### config.mk
export PLATFORM = sky130hd
export DESIGN_NAME = knn_label_agreement_stats
export DESIGN_NICKNAME = d
export VERILOG_FILES = /design/src/hdl/knnlas_pkg.sv /design/src/hdl/knnlas_ram.sv /design/src/hdl/knnlas_div.sv /design/src/hdl/knn_label_agreement_stats.sv
export SDC_FILE = /design/constraint.sdc
export NUM_CORES = 2
export LEC_CHECK = 0
export BUFFER_PORTS_ARGS = -buffer_cell sky130_fd_sc_hd__buf_2
export CORE_UTILIZATION = 35
export CTS_CLUSTER_SIZE = 25
export DETAILED_ROUTE_END_ITERATION = 8
export PLACE_DENSITY = 0.46
export SLEW_MARGIN = 0
export SYNTH_ARGS = -nofsm -noshare
export SYNTH_HDL_FRONTEND = slang
export SYNTH_SLANG_ARGS = --single-unit
### constraint.sdc
create_clock -name clk -period 12.2 [get_ports clk]
set_input_delay 0.61 -clock clk [delete_from_list [all_inputs] [get_ports clk]]
set_output_delay 0.61 -clock clk [all_outputs]
set_load 0.01 [all_outputs]
### src/hdl/knnlas_pkg.sv
// ----------------------------------------------------------------------------
// knnlas_pkg
// Shared constants and types of the k-nearest-neighbour agreement statistics.
// ----------------------------------------------------------------------------
package knnlas_pkg;

  // Default sizing of the kept list and of the distance datapath.
  localparam int MAX_K_DEF     = 16;
  localparam int DIST_BITS_DEF = 32;

  // Value of k after reset.
  localparam logic [4:0] K_RESET = 5'd3;

  // Width of the quotient bit counter of the divider (covers up to 63 bits).
  localparam int QCNT_W = 6;

  // Full-scale value of the 16-bit fractions.
  localparam logic [15:0] FULL_SCALE = 16'hFFFF;

  // Number of quotient bits of a scaled fraction.
  localparam int FRAC_QBITS = 16;

  // Control from the sequencer to the divider.
  typedef struct packed {
    logic              start;
    logic [QCNT_W-1:0] qbits;
  } div_ctl_t;

  // Status from the divider to the sequencer.
  typedef struct packed {
    logic busy;
    logic done;
  } div_sts_t;

endpackage

### src/hdl/knnlas_ram.sv
// ----------------------------------------------------------------------------
// knnlas_ram
// Generic single-write, single-read RAM with a registered read port.
// ----------------------------------------------------------------------------
module knnlas_ram #(
  parameter int WIDTH = 8,
  parameter int DEPTH = 16,
  localparam int AW = (DEPTH > 1) ? $clog2(DEPTH) : 1
) (
  input  logic             clk,
  input  logic             we,
  input  logic [AW-1:0]    waddr,
  input  logic [WIDTH-1:0] wdata,
  input  logic [AW-1:0]    raddr,
  output logic [WIDTH-1:0] rdata
);

  logic [WIDTH-1:0] mem [DEPTH];
  logic [WIDTH-1:0] rdata_r;

  // Write port and registered read port.
  always_ff @(posedge clk) begin
    if (we) begin
      mem[waddr] <= wdata;
    end
    rdata_r <= mem[raddr];
  end

  assign rdata = rdata_r;

endmodule

### src/hdl/knnlas_div.sv
// ----------------------------------------------------------------------------
// knnlas_div
// Iterative restoring divider, one quotient bit per cycle.
// ----------------------------------------------------------------------------
module knnlas_div
  import knnlas_pkg::*;
#(
  parameter int WW = 64,
  parameter int QW = 32
) (
  input  logic          clk,
  input  logic          rst_n,
  input  div_ctl_t      ctl,
  input  logic [WW-1:0] num,
  input  logic [WW-1:0] dsh,
  output logic [QW-1:0] quot,
  output div_sts_t      sts
);

  logic [WW-1:0]     rem_r, rem_nxt;
  logic [WW-1:0]     dsh_r, dsh_nxt;
  logic [QW-1:0]     q_r, q_nxt;
  logic [QCNT_W-1:0] cnt_r, cnt_nxt;
  logic              busy_r, busy_nxt;
  logic              done_r, done_nxt;
  logic              ge;

  // One trial subtraction of the shifted divisor per cycle.
  always_comb begin
    ge       = (dsh_r <= rem_r);
    rem_nxt  = rem_r;
    dsh_nxt  = dsh_r;
    q_nxt    = q_r;
    cnt_nxt  = cnt_r;
    busy_nxt = busy_r;
    done_nxt = 1'b0;
    if (ctl.start) begin
      rem_nxt  = num;
      dsh_nxt  = dsh;
      q_nxt    = '0;
      cnt_nxt  = ctl.qbits;
      busy_nxt = 1'b1;
    end else if (busy_r) begin
      if (ge) begin
        rem_nxt = rem_r - dsh_r;
      end
      q_nxt   = {q_r[QW-2:0], ge};
      dsh_nxt = dsh_r >> 1;
      cnt_nxt = cnt_r - 1'b1;
      if (cnt_r == QCNT_W'(1)) begin
        busy_nxt = 1'b0;
        done_nxt = 1'b1;
      end
    end
  end

  // Control flags are reset; the datapath is not.
  always_ff @(posedge clk) begin
    if (!rst_n) begin
      busy_r <= 1'b0;
      done_r <= 1'b0;
    end else begin
      busy_r <= busy_nxt;
      done_r <= done_nxt;
    end
    rem_r <= rem_nxt;
    dsh_r <= dsh_nxt;
    q_r   <= q_nxt;
    cnt_r <= cnt_nxt;
  end

  assign quot     = q_r;
  assign sts.busy = busy_r;
  assign sts.done = done_r;

endmodule

### src/hdl/knn_label_agreement_stats.sv
// ----------------------------------------------------------------------------
// knn_label_agreement_stats
// Keeps the k nearest neighbours of a query and reports label agreement.
// ----------------------------------------------------------------------------
// Neighbour requests are taken one at a time; in_tready is high only while the
// block is idle. A neighbour is inserted by walking the kept list from its end
// through a RAM with a registered read, each entry visited in a read and a
// compare state, until an entry with a smaller or equal distance or the head
// of the list is reached. The request flagged by in_tlast then adds up the n
// kept entries, forms the two serial products, and makes four passes of a
// shared bit-serial divider (a pass that is not needed, such as the average of
// an empty group, is skipped without starting the divider), and then loads the
// result, which is offered on out_*. The next query can start while that
// result waits to be taken. No clearing pass is needed: the fill count tells
// which entries are valid.
// ----------------------------------------------------------------------------
module knn_label_agreement_stats
  import knnlas_pkg::*;
#(
  parameter int MAX_K     = MAX_K_DEF,
  parameter int DIST_BITS = DIST_BITS_DEF
) (
  input  logic         clk,
  input  logic         rst_n,
  // Configuration: k.
  input  logic         cfg_we,
  input  logic [4:0]   cfg_wdata,
  // Neighbour requests.
  input  logic         in_tvalid,
  output logic         in_tready,
  input  logic [31:0]  in_tdata,   // [31:0] neighbor_distance
  input  logic         in_tuser,   // [0] same_label
  input  logic         in_tlast,   // last_neighbor
  // Result requests.
  output logic         out_tvalid,
  input  logic         out_tready,
  output logic [111:0] out_tdata   // [4:0] same_count, [9:5] diff_count,
                                   // [41:10] same_avg_distance,
                                   // [73:42] diff_avg_distance,
                                   // [89:74] same_share, [105:90] distance_ratio
);

  localparam int CW = $clog2(MAX_K + 1);
  localparam int AW = (MAX_K > 1) ? $clog2(MAX_K) : 1;
  localparam int SW = DIST_BITS + CW;
  localparam int PW = SW + CW;
  localparam int WW = PW + 17;
  localparam int QW = (DIST_BITS > 16) ? DIST_BITS : 16;
  localparam int MW = $clog2(CW + 1);
  localparam int EW = DIST_BITS + 1;

  typedef enum logic [3:0] {
    S_IDLE, S_INS_RD, S_INS_CMP, S_ST_RD, S_ST_ACC, S_MUL, S_DIV_GO, S_DIV_WAIT, S_EMIT
  } state_t;

  state_t          state_r, state_nxt;
  logic [4:0]      k_r, k_nxt;
  logic [CW-1:0]   fill_r, fill_nxt;
  logic [CW-1:0]   keff_r, keff_nxt;
  logic [CW-1:0]   n_r, n_nxt;
  logic [CW-1:0]   jp_r, jp_nxt;
  logic [CW-1:0]   i_r, i_nxt;
  logic [DIST_BITS-1:0] d_r, d_nxt;
  logic            s_r, s_nxt;
  logic            last_r, last_nxt;
  logic [CW-1:0]   cs_r, cs_nxt, cd_r, cd_nxt;
  logic [SW-1:0]   ss_r, ss_nxt, sd_r, sd_nxt;
  logic [PW-1:0]   p1_r, p1_nxt, p2_r, p2_nxt;
  logic [CW-1:0]   ms_r, ms_nxt, md_r, md_nxt;
  logic [MW-1:0]   mc_r, mc_nxt;
  logic [1:0]      sel_r, sel_nxt;
  logic [QW-1:0]   avs_r, avs_nxt, avd_r, avd_nxt;
  logic [15:0]     shr_r, shr_nxt, rat_r, rat_nxt;
  logic            out_valid_r, out_valid_nxt;
  logic [111:0]    out_data_r, out_data_nxt;

  logic            we;
  logic [AW-1:0]   waddr, raddr;
  logic [EW-1:0]   wdata, rdata;
  logic [DIST_BITS+31:0] din_ext;
  logic [CW+4:0]   k_ext;
  logic [CW-1:0]   keff_in, n_in, n_ins;
  logic [CW+4:0]   cs_ext, cd_ext;
  logic [QW+31:0]  avs_ext, avd_ext;
  logic [WW-1:0]   dv_num, dv_dsh;
  logic [QW-1:0]   dv_quot;
  logic            dv_skip;
  logic [15:0]     dv_skip_val;
  div_ctl_t        dv_ctl;
  div_sts_t        dv_sts;
  logic            emit;

  // Kept list: distance with the label flag on top.
  knnlas_ram #(.WIDTH(EW), .DEPTH(MAX_K)) u_ram (
    .clk   (clk),
    .we    (we),
    .waddr (waddr),
    .wdata (wdata),
    .raddr (raddr),
    .rdata (rdata)
  );

  // Shared divider for the averages and both fractions.
  knnlas_div #(.WW(WW), .QW(QW)) u_div (
    .clk   (clk),
    .rst_n (rst_n),
    .ctl   (dv_ctl),
    .num   (dv_num),
    .dsh   (dv_dsh),
    .quot  (dv_quot),
    .sts   (dv_sts)
  );

  // Input distance at the datapath width, and k clamped to 1..MAX_K.
  assign din_ext = {{DIST_BITS{1'b0}}, in_tdata};
  assign k_ext   = {{CW{1'b0}}, k_r};
  always_comb begin
    if (k_r == 5'd0) begin
      keff_in = CW'(1);
    end else if (k_ext > (CW + 5)'(MAX_K)) begin
      keff_in = CW'(MAX_K);
    end else begin
      keff_in = k_ext[CW-1:0];
    end
    n_in  = (fill_r < keff_in) ? fill_r : keff_in;
    n_ins = (n_r < keff_r) ? n_r + 1'b1 : n_r;
  end

  // Divider operands for each of the four passes.
  always_comb begin
    dv_num      = '0;
    dv_dsh      = '0;
    dv_ctl.qbits = QCNT_W'(FRAC_QBITS);
    dv_skip     = 1'b0;
    dv_skip_val = '0;
    case (sel_r)
      2'd0: begin
        dv_num       = WW'(ss_r);
        dv_dsh       = WW'(cs_r) << (DIST_BITS - 1);
        dv_ctl.qbits = QCNT_W'(DIST_BITS);
        dv_skip      = (cs_r == '0);
      end
      2'd1: begin
        dv_num       = WW'(sd_r);
        dv_dsh       = WW'(cd_r) << (DIST_BITS - 1);
        dv_ctl.qbits = QCNT_W'(DIST_BITS);
        dv_skip      = (cd_r == '0);
      end
      2'd2: begin
        dv_num = (WW'(cs_r) << 16) - WW'(cs_r);
        dv_dsh = (WW'(cs_r) + WW'(cd_r)) << (FRAC_QBITS - 1);
      end
      default: begin
        dv_num = (WW'(p1_r) << 16) - WW'(p1_r);
        dv_dsh = (WW'(p1_r) + WW'(p2_r)) << (FRAC_QBITS - 1);
        if (sd_r == '0) begin
          dv_skip     = 1'b1;
          dv_skip_val = FULL_SCALE;
        end else if (ss_r == '0) begin
          dv_skip = 1'b1;
        end
      end
    endcase
    dv_ctl.start = (state_r == S_DIV_GO) && !dv_skip;
  end

  // Result fields at their port widths.
  assign cs_ext  = {5'b0, cs_r};
  assign cd_ext  = {5'b0, cd_r};
  assign avs_ext = {32'b0, avs_r};
  assign avd_ext = {32'b0, avd_r};
  assign emit    = (state_r == S_EMIT) && (!out_valid_r || out_tready);

  // Sequencer.
  always_comb begin
    state_nxt     = state_r;
    k_nxt         = cfg_we ? cfg_wdata : k_r;
    fill_nxt      = fill_r;
    keff_nxt      = keff_r;
    n_nxt         = n_r;
    jp_nxt        = jp_r;
    i_nxt         = i_r;
    d_nxt         = d_r;
    s_nxt         = s_r;
    last_nxt      = last_r;
    cs_nxt        = cs_r;
    cd_nxt        = cd_r;
    ss_nxt        = ss_r;
    sd_nxt        = sd_r;
    p1_nxt        = p1_r;
    p2_nxt        = p2_r;
    ms_nxt        = ms_r;
    md_nxt        = md_r;
    mc_nxt        = mc_r;
    sel_nxt       = sel_r;
    avs_nxt       = avs_r;
    avd_nxt       = avd_r;
    shr_nxt       = shr_r;
    rat_nxt       = rat_r;
    out_valid_nxt = (out_valid_r && out_tready) ? 1'b0 : out_valid_r;
    out_data_nxt  = out_data_r;
    we            = 1'b0;
    waddr         = AW'(jp_r);
    wdata         = {s_r, d_r};
    raddr         = '0;
    in_tready     = (state_r == S_IDLE);

    unique case (state_r)
      S_IDLE: begin
        if (in_tvalid) begin
          d_nxt     = din_ext[DIST_BITS-1:0];
          s_nxt     = in_tuser;
          last_nxt  = in_tlast;
          keff_nxt  = keff_in;
          n_nxt     = n_in;
          jp_nxt    = n_in;
          state_nxt = S_INS_RD;
        end
      end
      // Visit the entry just above the insertion point.
      S_INS_RD: begin
        raddr = AW'(jp_r - 1'b1);
        if (jp_r == '0) begin
          we       = 1'b1;
          fill_nxt = n_ins;
          n_nxt    = n_ins;
          i_nxt    = '0;
          cs_nxt   = '0;
          cd_nxt   = '0;
          ss_nxt   = '0;
          sd_nxt   = '0;
          state_nxt = last_r ? S_ST_RD : S_IDLE;
        end else begin
          state_nxt = S_INS_CMP;
        end
      end
      // Larger entries move down one place; the new one lands after the rest.
      S_INS_CMP: begin
        if (rdata[DIST_BITS-1:0] > d_r) begin
          we        = (jp_r < keff_r);
          wdata     = rdata;
          jp_nxt    = jp_r - 1'b1;
          state_nxt = S_INS_RD;
        end else begin
          we        = (jp_r < keff_r);
          fill_nxt  = n_ins;
          n_nxt     = n_ins;
          i_nxt     = '0;
          cs_nxt    = '0;
          cd_nxt    = '0;
          ss_nxt    = '0;
          sd_nxt    = '0;
          state_nxt = last_r ? S_ST_RD : S_IDLE;
        end
      end
      S_ST_RD: begin
        raddr     = AW'(i_r);
        state_nxt = S_ST_ACC;
      end
      // Count and sum the kept entries by label.
      S_ST_ACC: begin
        if (rdata[DIST_BITS]) begin
          cs_nxt = cs_r + 1'b1;
          ss_nxt = ss_r + SW'(rdata[DIST_BITS-1:0]);
        end else begin
          cd_nxt = cd_r + 1'b1;
          sd_nxt = sd_r + SW'(rdata[DIST_BITS-1:0]);
        end
        i_nxt = i_r + 1'b1;
        if (i_r + 1'b1 == n_r) begin
          p1_nxt    = '0;
          p2_nxt    = '0;
          ms_nxt    = cs_nxt;
          md_nxt    = cd_nxt;
          mc_nxt    = MW'(CW);
          state_nxt = S_MUL;
        end else begin
          state_nxt = S_ST_RD;
        end
      end
      // Shift-and-add products SumDiff*CountSame and SumSame*CountDiff.
      S_MUL: begin
        p1_nxt = (p1_r << 1) + (ms_r[CW-1] ? PW'(sd_r) : '0);
        p2_nxt = (p2_r << 1) + (md_r[CW-1] ? PW'(ss_r) : '0);
        ms_nxt = ms_r << 1;
        md_nxt = md_r << 1;
        mc_nxt = mc_r - 1'b1;
        if (mc_r == MW'(1)) begin
          sel_nxt   = '0;
          state_nxt = S_DIV_GO;
        end
      end
      S_DIV_GO: begin
        if (dv_skip) begin
          case (sel_r)
            2'd0:    avs_nxt = '0;
            2'd1:    avd_nxt = '0;
            2'd2:    shr_nxt = '0;
            default: rat_nxt = dv_skip_val;
          endcase
          sel_nxt   = sel_r + 1'b1;
          state_nxt = (sel_r == 2'd3) ? S_EMIT : S_DIV_GO;
        end else begin
          state_nxt = S_DIV_WAIT;
        end
      end
      S_DIV_WAIT: begin
        if (dv_sts.done) begin
          case (sel_r)
            2'd0:    avs_nxt = dv_quot;
            2'd1:    avd_nxt = dv_quot;
            2'd2:    shr_nxt = dv_quot[15:0];
            default: rat_nxt = dv_quot[15:0];
          endcase
          sel_nxt   = sel_r + 1'b1;
          state_nxt = (sel_r == 2'd3) ? S_EMIT : S_DIV_GO;
        end
      end
      // Hand the result over once the output register is free.
      S_EMIT: begin
        if (emit) begin
          out_valid_nxt = 1'b1;
          out_data_nxt  = {6'b0, rat_r, shr_r, avd_ext[31:0], avs_ext[31:0],
                           cd_ext[4:0], cs_ext[4:0]};
          fill_nxt      = '0;
          state_nxt     = S_IDLE;
        end
      end
      default: state_nxt = S_IDLE;
    endcase
  end

  // State and registered outputs.
  always_ff @(posedge clk) begin
    if (!rst_n) begin
      state_r     <= S_IDLE;
      k_r         <= K_RESET;
      fill_r      <= '0;
      out_valid_r <= 1'b0;
    end else begin
      state_r     <= state_nxt;
      k_r         <= k_nxt;
      fill_r      <= fill_nxt;
      out_valid_r <= out_valid_nxt;
    end
    keff_r     <= keff_nxt;
    n_r        <= n_nxt;
    jp_r       <= jp_nxt;
    i_r        <= i_nxt;
    d_r        <= d_nxt;
    s_r        <= s_nxt;
    last_r     <= last_nxt;
    cs_r       <= cs_nxt;
    cd_r       <= cd_nxt;
    ss_r       <= ss_nxt;
    sd_r       <= sd_nxt;
    p1_r       <= p1_nxt;
    p2_r       <= p2_nxt;
    ms_r       <= ms_nxt;
    md_r       <= md_nxt;
    mc_r       <= mc_nxt;
    sel_r      <= sel_nxt;
    avs_r      <= avs_nxt;
    avd_r      <= avd_nxt;
    shr_r      <= shr_nxt;
    rat_r      <= rat_nxt;
    out_data_r <= out_data_nxt;
  end

  assign out_tvalid = out_valid_r;
  assign out_tdata  = out_data_r;

`ifndef SYNTH
  // The fill count never passes the list depth.
  a_fill_bound: assert property (@(posedge clk) disable iff (!rst_n)
    fill_r <= CW'(MAX_K))
    else $error("kept fill count beyond MAX_K");

  // The divider is only started when it is free.
  a_div_free: assert property (@(posedge clk) disable iff (!rst_n)
    dv_ctl.start |-> !dv_sts.busy)
    else $error("divider started while busy");

  // Emitting a result clears the kept list for the next query.
  a_emit_clear: assert property (@(posedge clk) disable iff (!rst_n)
    emit |=> (fill_r == '0) && out_tvalid)
    else $error("result emitted without clearing the kept list");
`endif

endmodule

Word-level counts from Yosys, hierarchy flattened:

Memory sizes are Yosys's and may differ from the RTL's. A register that Yosys moved wholly into a read port is not among the register bits.
Index checks and enable logic that the tools add are counted.

* register bits: 612
* bits in latches: 0
* bits in writable memories: 528
* memory bits (read-only): 0
* bits of input ports: 44
* output and inout port bits: 114
* word-level logic and storage cells: 232
* memories kept: 1

Memory list
* u_ram.mem: depth 16, bits a word 33, rd ports 1, clocked after Yosys merged registers in 1, write ports 1, RTL line knnlas_ram.sv:18 `logic [WIDTH-1:0] mem [DEPTH];`

* $add $sub $neg: 17
* multiply operators: 0
* divide/modulo/power cells: 0
* order comparisons: 6
* eq/ne operators: 33
* shift-type cells: 0
* mux-type cells: 99
* bitwise logic cells: 2
* reduce and logical (&&, ||, !) cells: 42

Operators with widths (number)
* 59-bit two-way mux: 5
* 32-bit two-way mux: 8
* 37-bit two-way mux: 6
* 37-bit one-hot mux with 3 select lines: 2
* 59-bit one-hot mux with 3 select lines: 1
* 58-bit one-hot mux with 3 select lines: 1
* 42-bit one-hot mux with 2 select lines: 2
* 16-bit two-way mux: 9
* 32-bit one-hot mux with 2 select lines: 2
* 42-bit by 37-bit adder with 42-bit output: 2
* 5-bit two-way mux: 15
* 5-bit one-hot mux with 3 select lines: 5
* 37-bit by 32-bit adder with 37-bit output: 2
* 37-bit zero test: 2
* 33-bit two-way mux: 2
* 16-bit one-hot mux with 2 select lines: 2
* 59-bit <= comparator: 1
* 58-bit by 42-bit subtractor with 59-bit output: 1
* 59-bit subtractor: 1
* 42-bit by 42-bit adder with 43-bit output: 1
* 42-bit two-way mux: 1
* 4-bit one-hot mux with 9 select lines: 1
* 32-bit greater-than comparator: 1
* 5-bit one-hot mux with 2 select lines: 3
* other kinds (45): 123

Logic depth before layout (Yosys ltp):

* depth in word-level cells: 8
* mapped depth: 14
* mapped depth without buffers: 13

Modules after synthesis:

Synthesis repeated with hierarchy kept, for this count alone.

* cell total of the unflattened synthesis: 5123
* area total of the unflattened synthesis: 61712.9 um2

By module, submodules not included
* knn_label_agreement_stats: instances 1, cells an instance 3094, area each 30728.2 um2, seq. area each 13482.9 um2
* knnlas_ram: instances 1, cells an instance 864, area each 20631.0 um2, seq. area each 16515.8 um2
* knnlas_div: instances 1, cells an instance 1165, area each 10353.7 um2, seq. area each 4404.2 um2

Worst setup path before layout:

Ideal clock, no wire load.

* path type: register to register
* start: register i_r[0]
* end: register mc_r[0], enable pin
* setup time: 0.689 ns
* data arrival time: 8.088 ns
* required time: 11.511 ns
* slack: 3.423 ns
* cell stages (with the launch flop): 7
* path buffers: 0
* clock period less this slack: 8.777 ns
* cells stage by stage: edfxtp_1 ha_1 xnor2_1 xnor2_1 nor3_1 nand3_1 o21ai_0

* longest elaborated chain between the ends: 4

Ends and longest elaborated chain
* start: declaration: RTL line knn_label_agreement_stats.sv:62 `logic [CW-1:0] i_r, i_nxt;`
* start signal: assignment: RTL line knn_label_agreement_stats.sv:349 `i_r <= i_nxt;`
* 5-bit by 1-bit adder with 5-bit output: RTL line knn_label_agreement_stats.sv:270 `if (i_r + 1'b1 == n_r) begin`
* 5-bit equality test: RTL line knn_label_agreement_stats.sv:270
* 2-bit inequality test (no line)
* 2-bit AND reduction (no line)
* end signal: assignment: RTL line knn_label_agreement_stats.sv:361 `mc_r <= mc_nxt;`
* end: declaration: RTL line knn_label_agreement_stats.sv:70 `logic [MW-1:0] mc_r, mc_nxt;`

No other way between the ends.
A chain may end at the register's enable or synchronous reset.

Worst setup path after layout:

* start: register u_ram.rdata_r[27], in the netlist u_ram.rdata[27] (read register of u_ram.mem)
* end: register ss_r[1], enable pin

* longest elaborated chain between the ends: 3

Ends and longest elaborated chain
* start: declaration: RTL line knnlas_ram.sv:19 `logic [WIDTH-1:0] rdata_r;`
* 32-bit greater-than comparator: RTL line knn_label_agreement_stats.sv:239 `if (rdata[DIST_BITS-1:0] > d_r) begin`
* 2-bit inequality test (no line)
* 4-bit AND reduction (no line)
* end signal: assignment: RTL line knn_label_agreement_stats.sv:355 `ss_r <= ss_nxt;`
* end: declaration: RTL line knn_label_agreement_stats.sv:67 `logic [SW-1:0] ss_r, ss_nxt, sd_r, sd_nxt;`

No other way between the ends.

==> out/results.md <==
| Group | Metric | Reported |
|---|---|---|
| logic synthesis | Syn avg cell area | 11.3 um2 |
| logic synthesis | Leading post-synthesis cells by instance count | sky130_fd_sc_hd__edfxtp_1 (1090), sky130_fd_sc_hd__nand2_1 (509), sky130_fd_sc_hd__nor2_1 (392), sky130_fd_sc_hd__a21oi_1 (382), sky130_fd_sc_hd__ha_1 (332) |
| placed design | Input/output buffers | 151 |
| pwr | PwrDens | 170 nW/um2 |
| grt | Pin count of the biggest net entering global routing | 196 |
| floorplanning | Starting density of the core | 0.354 |
| clocking | Clock buffer count from CTS | 141 |
| critical path | Worst setup slack for register-to-register paths | 7.02 ns |
| logic synthesis | Most numerous cell in the Yosys netlist | sky130_fd_sc_hd__edfxtp_1 |
| grt | Most Crowded Layer GR | met2 |
| timing | Remaining max-slew budget at the tightest pin | 0.0751 |
| clocking | Later-pin clock latency in the skew report | 0.79 ns |
| clocking | CTS Buffer Depth | 3 |
| layout | Final layout net count | 5963 |
| clocking | Clock transition at path regs | 0.06 ns |
| clocking | TritonCTS clock tree | done |
| layout | Area overhead of the layout relative to synthesis | 13.5% |
| clocking | Clock root buffer master | sky130_fd_sc_hd__clkbuf_16 |
| grt | Vias in the first global route | 43007 |
| grt | Total routing resource utilization after global routing | 0.204 |
| critical path | Max stage delay on crit path | 1.05 ns |
| critical path | Data required, critical path | 12.61 ns |
| critical path | Cells along the critical path | ha_1 -> nand4_1 -> nor2_1 -> nand4_1 -> nor4_1 -> a31o_2 -> or4_2 -> nand2_1 -> a21oi_4 -> buf_4 |
| logic synthesis | Warnings, synthesis | 0 |
| logic synthesis | Register area share after synthesis | 0.557 |
| timing | Worst clock skew | 0.0288 ns |
| critical path | CP max stage cell | sky130_fd_sc_hd__or4_2 |
| critical path | Worst Path Class, Setup | flop to flop |
| run status | Outcome | finished clean |
| timing | RSZ-0062 raised after global routing | false |
| layout | Layout cells sized above 1 | 0.0948 |
| timing | Post-layout min period | 5.18 ns |
| routing | DR DRC count | 0 |
| logic synthesis | Most frequently used flop master after synthesis | sky130_fd_sc_hd__edfxtp_1 |
| layout | Storage cell area | 34400 um2 |
| timing | Number of endpoints with negative hold slack in the final report | 0 |
| min path | Class of the worst hold path | input port to flop |
| layout | Filler cell count in the final layout | 16941 |
| run | Max-Cap Viols | 0 |
| routing | DR pass1 iterations | 5 |
| logic synthesis | Portion of synthesized cell area occupied by the leading cell type | 0.530 |
| floorplanning | FP Rows | 153 |
| clocking | Number of resized instances in the post-cts repair step | 0 |
| grt | Remaining Overflow, GRT | 0 |
| timing | Worst Tran Pin Value | 1.39 ns |
| routing | Initial DRC count | 3167 |
| timing | Highest attainable clock frequency | 0.193 GHz |
| placed design | Detailed Place HPWL | 123000 um |
| clocking | Count of buffers added by post-CTS timing repair for setup | 0 |
| placed design | Final estimated routing congestion in global placement | 0.914 |
| grt | Antenna violations before repair | 2 |
| floorplanning | Core box area | 175000 um2 |
| routing | Vias | 43034 |
| grt | Met2 demand-to-capacity share in global routing | 0.342 |
| routing | Total wire length after detailed routing | 185000 um |
| clocking | # clock sinks | 1172 |
| timing | Setup violations, final | 0 |
| logic synthesis | Post-synthesis sequential element count | 1172 |
| critical path | Data arrival time at the worst-slack endpoint | 5.59 ns |
| critical path | Crit path launch type | flop |
| clocking | H-tree level count | 4 |
| logic synthesis | Post-synthesis cell type count | 104 |
| pwr | Maximum VDD drop | 0.148 mV |
| logic synthesis | Count of flip-flops with a built-in enable after synthesis | 1090 |
| pwr | Static leakage | 25.3 nW |
| layout | Final std cells w/o fill | 8022 |
| placed design | Post-placement cell count | 7738 |
| grt | First-pass GRT wire length | 277000 um |
| logic synthesis | Async set-reset flop share out of synthesis | 0 |
| critical path | Library cell appearing most often on the critical path | sky130_fd_sc_hd__nand4_1 |
| clocking | Hold buffers post-CTS | 24 |
| timing | Final slew viol count | 0 |
| timing | Part of the cycle the worst path needs | 0.424 |
| critical path | Type of destination of the critical path | flop |
| critical path | Maximum fanout encountered on the critical timing path | 40 |
| logic synthesis | Cell count after synthesis | 5466 |
| floorplanning | Total I/O pin count | 158 |
| routing | Vias per std cell | 5.36 |
| layout | Area taken by multi-input logic gates | 25900 um2 |
| logic synthesis | Post-synthesis cell type with the largest combined area | sky130_fd_sc_hd__edfxtp_1 |
| routing | Average routed wire per standard cell | 23.1 um |
| timing | Total Negative Setup Slacks | 0 ns |
| floorplanning | Width of the chip | 422 um |
| floorplanning | Area of the die | 178000 um2 |
| floorplanning | Die height | 422 um |
| routing | Antenna Nets Post-Route | 0 |
| grt | Met1 track utilization from global routing | 0.277 |
| logic synthesis | Synth top area cells | sky130_fd_sc_hd__edfxtp_1 (53%), sky130_fd_sc_hd__ha_1 (6.7%), sky130_fd_sc_hd__a21oi_1 (3.1%) |
| grt | Fraction of met3 tracks used by global routing | 0.0250 |
| logic synthesis | Post-synthesis instance area | 61800 um2 |
## registers in the layout, indices dropped and copies added (netlist names), 6 cells and up
name	count
u_ram.mem	528
d_r	32
u_div.dsh_r	58
u_div.cnt_r	6
sd_r	37
p1_r	42
p2_r	42
shr_r	16
out_tdata	106
rat_r	16
avd_r	32
u_div.rem_r	59
avs_r	32
ss_r	37
u_ram.rdata	33
u_div.quot	32
## worst paths after layout
path,from,cells after the start,endpoint
max reg2reg,u_ram.rdata[27],10,ss_r[1]
min,in_tdata[15],1,d_r[15]
max,u_ram.rdata[27],10,ss_r[1]
min reg2reg,shr_r[12],0,out_tdata[86]
## cells by family (layout without fill, tap and decap cells)
group                    count (synthesis)  after routing  share of synthesized area
AO/OA/AOI/OAI                         1470           1470                      0.160
flip-flops                            1172           1172                      0.557
XOR/XNOR                               289            289                     0.0410
adder cells (fa/ha/maj)                339            339                     0.0695
multiplexers                            97             97                     0.0163
AND/OR/NAND/NOR                       1624           1624                      0.127
buffers and inverters                  474            699                     0.0294
other                                    1              7                  0.0000607
## cells in the final DEF, fill, tap and decap left out, drive strengths merged, types with 47 or more instances in the layout
cell / synthesis / final
edfxtp: 1090 / 1090
nand2: 509 / 509
nor2: 392 / 392
a21oi: 384 / 384
ha: 332 / 332
and2: 267 / 267
inv: 206 / 211
buf: 20 / 210
a211oi: 203 / 203
o21ai: 202 / 202
clkbuf: 248 / 200
a21o: 164 / 164
xnor2: 152 / 152
xor2: 137 / 137
a31oi: 103 / 103
dfxtp: 82 / 82
nand3: 76 / 76
a311oi: 73 / 73
nor3: 73 / 73
mux2i: 66 / 66
nand4: 60 / 60
nand2b: 55 / 55
and3: 47 / 47
## worst max-delay path, delay by kind of cell (launching register included)
family / cells / cell delay [ns]
compound gates: 2 / 0.49
fa+ha+maj: 1 / 0.37
buf+inv: 1 / 0.49
flops: 1 / 0.45
simple gates: 6 / 2.93
## routing by layer
layer | vias to the layer above | share of wire
li1 | 20728 | -
met1 | 21306 | 0.46
met2 | 780 | 0.48
met3 | 220 | 0.033
met4 | 0 | 0.024
met5 | - | 0
## metrics by stage
stage / setup WS (ns) / total power [mW] / hold WS (ns) / utilization / area, um2
final: 7.02 / 11.9 / 0.0598 / 0.401 / 70100
after global routing: 6.69 / 12.5 / 0.0127 / 0.401 / 70100
after CTS: 6.66 / 12.1 / 0.00416 / 0.401 / 70100
after detailed placement: 6.70 / 7.74 / 0.405 / 0.373 / 65100
after global placement: 6.75 / 7.74 / 0.402 / 0.373 / 65100
after floorplan: 3.42 / 6.88 / 0.400 / - / 61800
## where the power goes
part	internal (mW)	switching, mW
Sequential	4.66	0.332
Clock	2.54	1.72
Combinational	1.02	1.64
## layout make-up
class / count / share of cell area
timing repair buffer: 234 / 0.0209
clock inverter: 59 / 0.00993
clock buffer: 200 / 0.0570
inverter: 206 / 0.0110
antenna: 1 / 0.0000357
tap: 2325 / 0.0415
sequential: 1172 / 0.491
multi-input combinational: 3825 / 0.369
Note: power is estimated with default switching activity, not from simulation.
